### src/kwm_pkg.sv
// ----------------------------------------------------------------------------
// K-way merge package
// Shared widths, default parameter values and input mode codes of the merge.
// ----------------------------------------------------------------------------
package kwm_pkg;

    localparam int DEF_MAX_RUNS   = 16;
    localparam int DEF_DATA_WIDTH = 32;

    localparam int RUN_W       = 4;
    localparam int RUN_COUNT_W = 5;

    localparam logic MODE_PRIME = 1'b0;
    localparam logic MODE_REPLY = 1'b1;

endpackage

### src/k_way_merge_of_sorted_runs.sv
// ----------------------------------------------------------------------------
// K-way merge of sorted runs
// Merges ascending runs into one ascending stream through a min-heap of run
// heads, kept in a memory with one read and one write port and walked by a
// small sequencer.
// A priming push sifts the new head up towards the root; a pop moves the last
// entry to the root and a replace writes the reply there, and either then
// sifts it down, level by level. A reply that is not larger than the head
// passes straight out without touching the heap.
// Reset clears the control state and sets run_count to 1; the heap memory is
// not cleared, as only entries below the heap size are ever read.
module k_way_merge_of_sorted_runs #(
    parameter int MAX_RUNS   = kwm_pkg::DEF_MAX_RUNS,
    parameter int DATA_WIDTH = kwm_pkg::DEF_DATA_WIDTH
) (
    input  logic                            clk,
    input  logic                            rst_n,
    input  logic                            cfg_valid,
    output logic                            cfg_ready,
    input  logic [kwm_pkg::RUN_COUNT_W-1:0] run_count,
    input  logic                            item_valid,
    output logic                            item_stall,
    input  logic                            mode,
    input  logic [kwm_pkg::RUN_W-1:0]       run_index,
    input  logic [DATA_WIDTH-1:0]           value,
    input  logic                            has_value,
    output logic                            result_valid,
    input  logic                            result_stall,
    output logic [DATA_WIDTH-1:0]           merged_value,
    output logic                            value_valid,
    output logic [kwm_pkg::RUN_W-1:0]       next_run,
    output logic                            last
);

    localparam int RUN_W   = kwm_pkg::RUN_W;
    localparam int RC_W    = kwm_pkg::RUN_COUNT_W;
    localparam int ENTRY_W = DATA_WIDTH + RUN_W;
    localparam int IDX_W   = $clog2(MAX_RUNS);
    localparam int SIZE_W  = $clog2(MAX_RUNS + 1);
    localparam int CW      = IDX_W + 2;
    localparam int EW      = (SIZE_W > RC_W) ? SIZE_W : RC_W;

    localparam logic [3:0] ST_IDLE    = 4'd0;
    localparam logic [3:0] ST_UP_RD   = 4'd1;
    localparam logic [3:0] ST_UP_CMP  = 4'd2;
    localparam logic [3:0] ST_EMIT    = 4'd3;
    localparam logic [3:0] ST_POP_RD  = 4'd4;
    localparam logic [3:0] ST_POP_LD  = 4'd5;
    localparam logic [3:0] ST_DN_RDL  = 4'd6;
    localparam logic [3:0] ST_DN_RDR  = 4'd7;
    localparam logic [3:0] ST_DN_CMPR = 4'd8;
    localparam logic [3:0] ST_DN_CMP  = 4'd9;
    localparam logic [3:0] ST_OUT     = 4'd10;

    logic [ENTRY_W-1:0] heap_mem [MAX_RUNS];

    logic [3:0]          state_reg, state_next;
    logic [SIZE_W-1:0]   size_reg, size_next;
    logic [SIZE_W-1:0]   primed_reg, primed_next;
    logic [RUN_W-1:0]    pending_reg, pending_next;
    logic                finished_reg, finished_next;
    logic [RC_W-1:0]     run_count_reg, run_count_next;
    logic                emit_after_reg, emit_after_next;
    logic                result_valid_reg, result_valid_next;

    logic [IDX_W-1:0]    idx_reg, idx_next;
    logic [ENTRY_W-1:0]  x_reg, x_next;
    logic [ENTRY_W-1:0]  cand_reg, cand_next;
    logic [IDX_W-1:0]    cand_idx_reg, cand_idx_next;
    logic [ENTRY_W-1:0]  top_reg;
    logic [ENTRY_W-1:0]  rd_data_reg;

    logic [DATA_WIDTH-1:0] res_value_reg, res_value_next;
    logic                  res_vvalid_reg, res_vvalid_next;
    logic [RUN_W-1:0]      res_run_reg, res_run_next;
    logic                  res_last_reg, res_last_next;

    logic [DATA_WIDTH-1:0] merged_value_reg, merged_value_next;
    logic                  value_valid_reg, value_valid_next;
    logic [RUN_W-1:0]      next_run_reg, next_run_next;
    logic                  last_reg, last_next;

    logic                 wr_en;
    logic [IDX_W-1:0]     wr_addr;
    logic [ENTRY_W-1:0]   wr_data;
    logic [IDX_W-1:0]     rd_addr;

    logic [EW-1:0]        rc_ext;
    logic [SIZE_W-1:0]    eff_runs;
    logic                 merging;
    logic                 last_prime;
    logic                 item_accept;
    logic                 cfg_write;
    logic [DATA_WIDTH-1:0] head_value;
    logic [RUN_W-1:0]     top_run;
    logic [IDX_W-1:0]     idx_m1;
    logic [IDX_W-1:0]     parent_idx;
    logic [CW-1:0]        left_wide;
    logic [CW-1:0]        right_wide;
    logic [CW-1:0]        size_wide;

    assign rc_ext   = EW'(run_count_reg);
    assign eff_runs = (rc_ext == '0) ? SIZE_W'(1) :
                      (rc_ext > EW'(MAX_RUNS)) ? SIZE_W'(MAX_RUNS) : SIZE_W'(rc_ext);
    assign merging    = (primed_reg >= eff_runs);
    assign last_prime = ((SIZE_W + 1)'(primed_reg) + (SIZE_W + 1)'(1))
                        >= (SIZE_W + 1)'(eff_runs);

    assign item_stall  = (state_reg != ST_IDLE) | cfg_valid;
    assign cfg_ready   = (state_reg == ST_IDLE);
    assign item_accept = item_valid & ~item_stall;
    assign cfg_write   = cfg_valid & cfg_ready;

    assign head_value = top_reg[ENTRY_W-1:RUN_W];
    assign top_run    = top_reg[RUN_W-1:0];

    assign idx_m1     = idx_reg - IDX_W'(1);
    assign parent_idx = idx_m1 >> 1;
    assign left_wide  = CW'({idx_reg, 1'b1});
    assign right_wide = left_wide + CW'(1);
    assign size_wide  = CW'(size_reg);

    always_comb
    begin
        state_next        = state_reg;
        size_next         = size_reg;
        primed_next       = primed_reg;
        pending_next      = pending_reg;
        finished_next     = finished_reg;
        run_count_next    = run_count_reg;
        emit_after_next   = emit_after_reg;
        result_valid_next = result_valid_reg & result_stall;
        idx_next          = idx_reg;
        x_next            = x_reg;
        cand_next         = cand_reg;
        cand_idx_next     = cand_idx_reg;
        res_value_next    = res_value_reg;
        res_vvalid_next   = res_vvalid_reg;
        res_run_next      = res_run_reg;
        res_last_next     = res_last_reg;
        merged_value_next = merged_value_reg;
        value_valid_next  = value_valid_reg;
        next_run_next     = next_run_reg;
        last_next         = last_reg;
        wr_en             = 1'b0;
        wr_addr           = idx_reg;
        wr_data           = x_reg;
        rd_addr           = '0;

        case (state_reg)
            ST_IDLE:
            begin
                if (cfg_write)
                begin
                    run_count_next = run_count;
                    size_next      = '0;
                    primed_next    = '0;
                    pending_next   = '0;
                    finished_next  = 1'b0;
                end
                else if (item_accept && !finished_reg)
                begin
                    if (mode == kwm_pkg::MODE_PRIME)
                    begin
                        if (!merging)
                        begin
                            primed_next     = primed_reg + SIZE_W'(1);
                            emit_after_next = last_prime;
                            if (has_value)
                            begin
                                x_next     = {value, run_index};
                                idx_next   = size_reg[IDX_W-1:0];
                                size_next  = size_reg + SIZE_W'(1);
                                state_next = ST_UP_RD;
                            end
                            else if (last_prime)
                            begin
                                state_next = ST_EMIT;
                            end
                        end
                    end
                    else if (merging)
                    begin
                        if (has_value && (size_reg == '0 || value <= head_value))
                        begin
                            res_value_next  = value;
                            res_vvalid_next = 1'b1;
                            res_run_next    = pending_reg;
                            res_last_next   = 1'b0;
                            state_next      = ST_OUT;
                        end
                        else if (has_value)
                        begin
                            res_value_next  = head_value;
                            res_vvalid_next = 1'b1;
                            res_run_next    = top_run;
                            res_last_next   = 1'b0;
                            pending_next    = top_run;
                            x_next          = {value, pending_reg};
                            idx_next        = '0;
                            state_next      = ST_DN_RDL;
                        end
                        else
                        begin
                            state_next = ST_EMIT;
                        end
                    end
                end
            end

            ST_UP_RD:
            begin
                if (idx_reg == '0)
                begin
                    wr_en      = 1'b1;
                    state_next = emit_after_reg ? ST_EMIT : ST_IDLE;
                end
                else
                begin
                    rd_addr    = parent_idx;
                    state_next = ST_UP_CMP;
                end
            end

            ST_UP_CMP:
            begin
                wr_en = 1'b1;
                if (x_reg < rd_data_reg)
                begin
                    wr_data    = rd_data_reg;
                    idx_next   = parent_idx;
                    state_next = ST_UP_RD;
                end
                else
                begin
                    state_next = emit_after_reg ? ST_EMIT : ST_IDLE;
                end
            end

            ST_EMIT:
            begin
                if (size_reg == '0)
                begin
                    res_value_next  = '0;
                    res_vvalid_next = 1'b0;
                    res_run_next    = '0;
                    res_last_next   = 1'b1;
                    finished_next   = 1'b1;
                    state_next      = ST_OUT;
                end
                else
                begin
                    res_value_next  = head_value;
                    res_vvalid_next = 1'b1;
                    res_run_next    = top_run;
                    res_last_next   = 1'b0;
                    pending_next    = top_run;
                    size_next       = size_reg - SIZE_W'(1);
                    state_next      = (size_reg == SIZE_W'(1)) ? ST_OUT : ST_POP_RD;
                end
            end

            ST_POP_RD:
            begin
                rd_addr    = size_reg[IDX_W-1:0];
                state_next = ST_POP_LD;
            end

            ST_POP_LD:
            begin
                x_next     = rd_data_reg;
                idx_next   = '0;
                state_next = ST_DN_RDL;
            end

            ST_DN_RDL:
            begin
                if (left_wide >= size_wide)
                begin
                    wr_en      = 1'b1;
                    state_next = ST_OUT;
                end
                else
                begin
                    rd_addr    = left_wide[IDX_W-1:0];
                    state_next = ST_DN_RDR;
                end
            end

            ST_DN_RDR:
            begin
                cand_next     = rd_data_reg;
                cand_idx_next = left_wide[IDX_W-1:0];
                if (right_wide < size_wide)
                begin
                    rd_addr    = right_wide[IDX_W-1:0];
                    state_next = ST_DN_CMPR;
                end
                else
                begin
                    state_next = ST_DN_CMP;
                end
            end

            ST_DN_CMPR:
            begin
                if (rd_data_reg < cand_reg)
                begin
                    cand_next     = rd_data_reg;
                    cand_idx_next = right_wide[IDX_W-1:0];
                end
                state_next = ST_DN_CMP;
            end

            ST_DN_CMP:
            begin
                wr_en = 1'b1;
                if (cand_reg < x_reg)
                begin
                    wr_data    = cand_reg;
                    idx_next   = cand_idx_reg;
                    state_next = ST_DN_RDL;
                end
                else
                begin
                    state_next = ST_OUT;
                end
            end

            ST_OUT:
            begin
                if (!result_valid_reg || !result_stall)
                begin
                    merged_value_next = res_value_reg;
                    value_valid_next  = res_vvalid_reg;
                    next_run_next     = res_run_reg;
                    last_next         = res_last_reg;
                    result_valid_next = 1'b1;
                    state_next        = ST_IDLE;
                end
            end

            default:
            begin
                state_next = ST_IDLE;
            end
        endcase
    end

    always_ff @(posedge clk or negedge rst_n)
    begin
        if (!rst_n)
        begin
            state_reg        <= ST_IDLE;
            size_reg         <= '0;
            primed_reg       <= '0;
            pending_reg      <= '0;
            finished_reg     <= 1'b0;
            run_count_reg    <= RC_W'(1);
            emit_after_reg   <= 1'b0;
            result_valid_reg <= 1'b0;
        end
        else
        begin
            state_reg        <= state_next;
            size_reg         <= size_next;
            primed_reg       <= primed_next;
            pending_reg      <= pending_next;
            finished_reg     <= finished_next;
            run_count_reg    <= run_count_next;
            emit_after_reg   <= emit_after_next;
            result_valid_reg <= result_valid_next;
        end
    end

    always_ff @(posedge clk)
    begin
        idx_reg          <= idx_next;
        x_reg            <= x_next;
        cand_reg         <= cand_next;
        cand_idx_reg     <= cand_idx_next;
        res_value_reg    <= res_value_next;
        res_vvalid_reg   <= res_vvalid_next;
        res_run_reg      <= res_run_next;
        res_last_reg     <= res_last_next;
        merged_value_reg <= merged_value_next;
        value_valid_reg  <= value_valid_next;
        next_run_reg     <= next_run_next;
        last_reg         <= last_next;
        if (wr_en && wr_addr == '0)
        begin
            top_reg <= wr_data;
        end
    end

    always_ff @(posedge clk)
    begin
        if (wr_en)
        begin
            heap_mem[wr_addr] <= wr_data;
        end
        rd_data_reg <= heap_mem[rd_addr];
    end

    assign result_valid = result_valid_reg;
    assign merged_value = merged_value_reg;
    assign value_valid  = value_valid_reg;
    assign next_run     = next_run_reg;
    assign last         = last_reg;

    a_size_bound: assert property (@(posedge clk) disable iff (!rst_n)
        size_reg <= SIZE_W'(MAX_RUNS))
        else $error("Heap size exceeds the number of runs.");

    a_primed_bound: assert property (@(posedge clk) disable iff (!rst_n)
        primed_reg <= eff_runs)
        else $error("Priming count exceeds the configured run count.");

    a_finished_empty: assert property (@(posedge clk) disable iff (!rst_n)
        finished_reg |-> (size_reg == '0))
        else $error("Merge finished while the heap still holds entries.");

    a_last_no_value: assert property (@(posedge clk) disable iff (!rst_n)
        (result_valid && last) |-> !value_valid)
        else $error("Last marker carries a value.");

    a_sift_index: assert property (@(posedge clk) disable iff (!rst_n)
        (state_reg == ST_DN_RDL || state_reg == ST_DN_CMP)
            |-> (CW'(idx_reg) < size_wide))
        else $error("Sift-down position lies outside the heap.");

endmodule

### config.mk
export PLATFORM = sky130hd
export DESIGN_NAME = k_way_merge_of_sorted_runs
export DESIGN_NICKNAME = d
export VERILOG_FILES = /design/src/kwm_pkg.sv /design/src/k_way_merge_of_sorted_runs.sv
export SDC_FILE = /design/constraint.sdc
export NUM_CORES = 1
export LEC_CHECK = 0
export ABC_AREA = 1
export BUFFER_PORTS_ARGS = -buffer_cell sky130_fd_sc_hd__buf_2
export CAP_MARGIN = 20
export CELL_PAD_IN_SITES_DETAIL_PLACEMENT = 2
export CELL_PAD_IN_SITES_GLOBAL_PLACEMENT = 2
export CORE_MARGIN = 2
export CORE_UTILIZATION = 45
export DETAILED_ROUTE_END_ITERATION = 12
export PLACE_DENSITY_LB_ADDON = 0.05
export SETUP_SLACK_MARGIN = 0.1
export SYNTH_ARGS = -nofsm -noshare
export SYNTH_HDL_FRONTEND = slang
export SYNTH_SLANG_ARGS = --single-unit
### constraint.sdc
create_clock -name clk -period 6.58 [get_ports clk]
set_input_delay 0.987 -clock clk [delete_from_list [all_inputs] [get_ports clk]]
set_output_delay 0.987 -clock clk [all_outputs]
set_load 0.03 [all_outputs]
==> flow_summary.yaml, run 1 <==
outcome:
  status: "complete, no violations"
timing:
  min_period_over_period_pct: 67.6
  finalCriticalPeriod_ns: 4.45
  setup_tns_ns: 0
  final_max_slew_viol_count: 0
  timing.hold.ws_ns: 0.378
  finalSetupViolations: 0
  rsz0062_at_grt: "no"
  worst_slack_ns: 2.13
  skew_ns: 0.0574
  finalHoldViolCount: 0
  max_slew.worst_pin.slew_ns: 1.10
  fmax_mhz: 225
  slew_headroom_pct: 26.7
worst_setup_path:
  startpoint: "idx_reg[0]"
  reg2reg_depth: 15
  required_ns: 7.10
  cp.arrival_ns: 4.96
  start_kind: "register"
  path_class: "reg2reg"
  crit_fanout: 52
  cp-end-kind: "register"
  reg2reg_from: "idx_reg[0]"
cells_and_area:
  multi_input_area_um2: 11600
  n_fill_cell: 8277
  largest-register: "heap_mem"
  fin_nets: 3960
  area_delta_synth_final_pct: 11.9
  drive_gt1_share_pct: 8.18
  diodes: 0
  mostFrequentLayoutCells: "1168 x nand2_1, 732 x edfxtp_1, 383 x inv_1"
  finalNonFillerCells: 4895
  seqCellArea_um2: 23400
  largest_reg_flops: 567
  layout_commonest_cell: "nand2_1"
yosys:
  synth_area_per_cell_um2: 10.1
  synth.area.mux_share_pct: 0
  mappedNetlistNets: 3887
  synth-compound-area-share_pct: 5.20
  seq_area_frac_synth_pct: 62.9
  netlist_area_um2: 37100
  yosys.area_share.adder_pct: 5.49
  synth_top_family_by_area: "simple AND/OR/NAND/NOR gates"
  yosys_warnings: 0
  synth_ff_type: "edfxtp_1"
  synth_simple_gate_area_share_pct: 19.9
  synth_cell_types: 49
  synthArstFlopShare_pct: 3.27
  synth_edf_count: 732
  synthCells: 3676
  synth_seq_cells: 794
  synth_xor_area_share_pct: 0.236
route:
  postRouteAntennaNets: 0
  drt_wl_total_um: 130000
  vias: 27900
  viasPerCell: 5.70
  wl_per_cell_um: 26.6
  drt_iter0_markers: 1782
  firstDrtPassIters: 5
  route.detailed.drc: 0
grt:
  antenna_found_initial: 1
  grt_pass1_wl_um: 196000
  grt_pass1_vias: 30900
  grt-ovfl-total: 0
  grtUsageTotal_pct: 30.7
  grt_max_degree: 210
pwr:
  power_density_nw_per_um2: 452
  vdd_ir_drop_max_uv: 292
  p_leak_nw: 17.1
  power.total_mw: 18.8
die:
  fp.dieH_um: 291
  die_area_um2: 84800
  start_util_pct: 45.4
  rows: 105
  ios: 89
  core_um2: 81800
  dieWidth_um: 291
clock_network:
  postCtsSetupBuffers: 0
  htreeDepth: 3
  clock-sinks: 794
  numCtsBuffers: 89
  ctsResizeCount: 0
  root_buffer: "clkbuf_16"
  clock_latency_ns: 0.67
  cts_tree: "yes"
  clk_pin_slew_ns: 0.06
  cts_hold_buf: 0
  clk_path_buf_depth: 3
place:
  placedCellCount: 4725
  place_ws_ns: 2.18
  portBuffers: 88
  gp_congestion: 0.850
  dpl.hpwl_um: 83400
worst_hold_path:
  min_path_type: "in2async"
job:
  maxCapViolCount: 0
per-layer routing:
layer	routed length, µm	share of wire (%)	track usage [%]
met5	26	0.020	0
met4	3420	2.6	8.10
met3	5890	4.5	3.88
met2	65200	50	53.3
met1	55600	43	40.5
critical path: stages, from the launching register on:
cell and delay (ns):
edfxtp_1 0.49, inv_1 0.23, ha_1 0.32, ha_1 0.32
nand2_1 0.06, nor2_1 0.11, o21ai_1 0.11, nand3_1 0.15
nand3_4 0.42, inv_4 0.79, buf_4 0.66, nand2_1 0.15
nand3_1 0.10, nand2_1 0.08, nand2_1 0.12, nand2_1 0.14
cells in the mapped netlist, types with 6 or more instances:
cell | number | area [µm²]
dfxtp_1 | 36 | 721
nor2_1 | 199 | 747
clkbuf_1 | 34 | 128
dfrtp_1 | 25 | 626
nand4_1 | 24 | 150
buf_2 | 73 | 365
o21ai_1 | 120 | 601
a21oi_1 | 81 | 405
nand3_1 | 383 | 1920
edfxtp_1 | 732 | 22000
nand2_1 | 1169 | 4390
o211ai_1 | 8 | 60.1
xor2_1 | 9 | 78.8
buf_6 | 9 | 101
inv_1 | 383 | 1440
inv_2 | 7 | 26.3
ha_1 | 163 | 2040
buf_4 | 31 | 233
o21a_1 | 6 | 45.0
nor2_2 | 6 | 37.5
nor4_1 | 6 | 37.5
o21ai_0 | 124 | 621
through the flow:
step	util (%)	instance area, µm²
2_1_floorplan	-	37100
3_3_place_gp	47.1	38500
3_5_place_dp	47.2	38600
4_1_cts	50.7	41500
5_1_grt	50.8	41600
6_report	50.8	41600
where the power goes:
group / internal, mW / switching (mW) / total (mW) / leakage [nW]
sequential: 7.06 / 0.528 / 7.59 / 7.24
clock: 2.78 / 2.18 / 4.96 / 1.42
combinational: 1.45 / 4.77 / 6.22 / 8.45
worst paths after layout:
check | slack, ns | endpoint
worst min-delay path | 0.38 | rc_ext[1]
worst max-delay path | 2.13 | rd_data_reg[12]
worst min register to register | 0.42 | merged_value[21]
worst max register to register | 2.13 | rd_data_reg[12]
min in group clk | 0.42 | merged_value[21]
max in group asynchronous | 5.75 | state_reg[3]
area by class of cell:
class	instances	share of cell area [%]
repair buffers	133	2.11
clock buffers	121	5.96
well taps	1070	3.22
clock inverters	46	1.01
multi-input cells	2339	27.9
flip-flops and latches	794	56.2
inverters	392	3.55
kinds of logic (layout without fill, tap and decap cells):
| group | count (synthesis) | after routing |
|---|---|---|
| DFF | 794 | 794 |
| adders and majority gates | 163 | 163 |
| xor gates and xnor gates | 10 | 10 |
| AOI/OAI and AO/OA | 365 | 365 |
| buffers and inverters | 543 | 692 |
| and+or+nand+nor | 1801 | 1801 |
No activity file was read; power rests on OpenSTA's default activity.
==> inputs of run 2 (changes only) <==
- CORE_UTILIZATION: 45 -> 38
- clock period: 6.58 -> 3.6 ns (I/O delays scaled with it)
==> flow_summary.yaml, run 2 (synthesis results as in run 1) <==
outcome:
  status: "complete, no violations"
worst_setup_path:
  path_class: "reg2reg"
  startpoint: "idx_reg[0]"
  start_kind: "register"
  cp-endpoint: "rd_data_reg[16]"
  required_ns: 4.09
  worstReg2RegEnd: "rd_data_reg[16]"
  reg2reg_from: "idx_reg[0]"
  cp-end-kind: "register"
  crit_fanout: 41
  cp.arrival_ns: 3.83
  reg2reg_setup_slack_ns: 0.26
  reg2reg_depth: 15
cells_and_area:
  fin_nets: 4055
  area_delta_synth_final_pct: 16.5
  finalNonFillerCells: 5204
  layout_commonest_cell: "nand2_1"
  largest_reg_flops: 567
  mostFrequentLayoutCells: "1164 x nand2_1, 732 x edfxtp_1, 382 x inv_1, 382 x nand3_1, 179 x nor2_1"
  largest-register: "heap_mem"
  drive_gt1_share_pct: 10.4
route:
  drt_wl_total_um: 129000
  firstDrtPassIters: 5
  met1_length_um: 59800
  wl_per_cell_um: 24.7
  wl_met3_um: 4990
  postRouteAntennaNets: 0
  met2_length_um: 60800
  viasPerCell: 5.36
  route.detailed.drc: 0
  vias: 27900
  drt_iter0_markers: 1917
  top_layer: "met4"
clock_network:
  numCtsBuffers: 93
  clock_latency_ns: 0.69
  clk_pin_slew_ns: 0.06
  cts_tree: "yes"
  htreeDepth: 3
  clk_path_buf_depth: 3
  root_buffer: "clkbuf_16"
  clock-sinks: 794
place:
  portBuffers: 88
  place_ws_ns: 0.130
  gp_congestion: 0.862
  placedCellCount: 5020
  dpl.hpwl_um: 85600
die:
  die_area_um2: 100000
  core_um2: 96700
  rows: 114
  dieWidth_um: 317
  fp.dieH_um: 317
  ios: 89
  start_util_pct: 38.4
job:
  maxCapViolCount: 0
timing:
  fmax_mhz: 299
  finalCriticalPeriod_ns: 3.34
  final_max_slew_viol_count: 0
  rsz0062_at_grt: "yes"
  min_period_over_period_pct: 92.8
  max_slew.worst_pin.slew_ns: 0.966
  finalSetupViolations: 0
  worst_slack_ns: 0.259
  skew_ns: 0.0284
  slew_headroom_pct: 35.4
  setup_tns_ns: 0
  finalHoldViolCount: 0
grt:
  grtUsageTotal_pct: 25.9
  grt_pass1_wl_um: 193000
  grt_pass1_vias: 30400
  grt_max_degree: 70
  grt-ovfl-total: 0
  antenna_found_initial: 7
worst_hold_path:
  min_path_type: "in2reg"
  min_path_cells: 3
pwr:
  power_density_nw_per_um2: 836
  power.total_mw: 36.1
  vdd_ir_drop_max_uv: 453
  p_leak_nw: 17.8
-- run 2: cell types whose count changed in the layout (fill, tap and decap cells not counted), sizes merged --
cell	previous run	this run
nand2	1170	1171
dlygate4sd3	0	1
bufinv	3	12
diode	0	4
buf	133	222
clkinvlp	3	2
-- run 2: layout make-up --
type	count	area, µm²
diodes	4	10.0
clock buffers	121	2510
clock inverters	54	623
fillers	10100	53400
inverters	392	1480
multi-input cells	2340	11700
flip-flops and latches	794	23400
well taps	1276	1600
repair buffers	223	2030
-- run 2: stage by stage --
stage | cell area (µm²) | utilization [%] | hold WS [ns]
after detailed placement | 40000 | 41.4 | 0.405
after global routing | 43300 | 44.7 | 0.0531
after global placement | 40000 | 41.4 | 0.402
final | 43300 | 44.7 | 0.0595
after floorplan | 37100 | - | 0.244
after CTS | 43100 | 44.6 | 0.0232
-- run 2: layer usage --
layer  vias to the layer above  GRT usage [%]
met4                         0           6.66
met2                       527           42.9
li1                      12700              -
met5                         -              0
met3                       195           3.47
met1                     14400           35.9
-- run 2: worst min-delay path by stage --
stage / start / to / slack [ns]
global placement: res_value_reg[7] / merged_value[7] / 0.40
floorplan: rst_n / emit_after_reg / 0.24
finish: run_count[0] / rc_ext[0] / 0.06
detailed placement: res_value_reg[21] / merged_value[21] / 0.41
CTS: run_count[0] / rc_ext[0] / 0.02
global route: run_count[0] / rc_ext[0] / 0.05
-- run 2: power by group --
part           internal [mW]  switching [mW]
registers               12.8           0.832
clock network           5.80            3.99
logic                   3.61            9.09
total                   22.2            13.9
-- run 2: critical path, stage by stage, from the launching register on --
cell and delay [ns]:
edfxtp_1 0.50, ha_1 0.32, xor2_2 0.19, ha_1 0.31, nand2_1 0.06, nor2_1 0.13
o21ai_1 0.12, nand3_1 0.16, nand3_4 0.17, inv_6 0.20, buf_12 0.25, nand2_1 0.22
nand3_1 0.13, nand2_1 0.06, nand2_1 0.07, nand2_1 0.22
-- run 2: what timing repair did --
| item | CTS | global route |
|---|---|---|
| hold endpoints to repair | 25 | 0 |
| setup buffers | 0 | 3 |
| gates resized for setup | 0 | 17 |
| setup endpoints to repair | 0 | 103 |
| hold buffers | 1 | 0 |
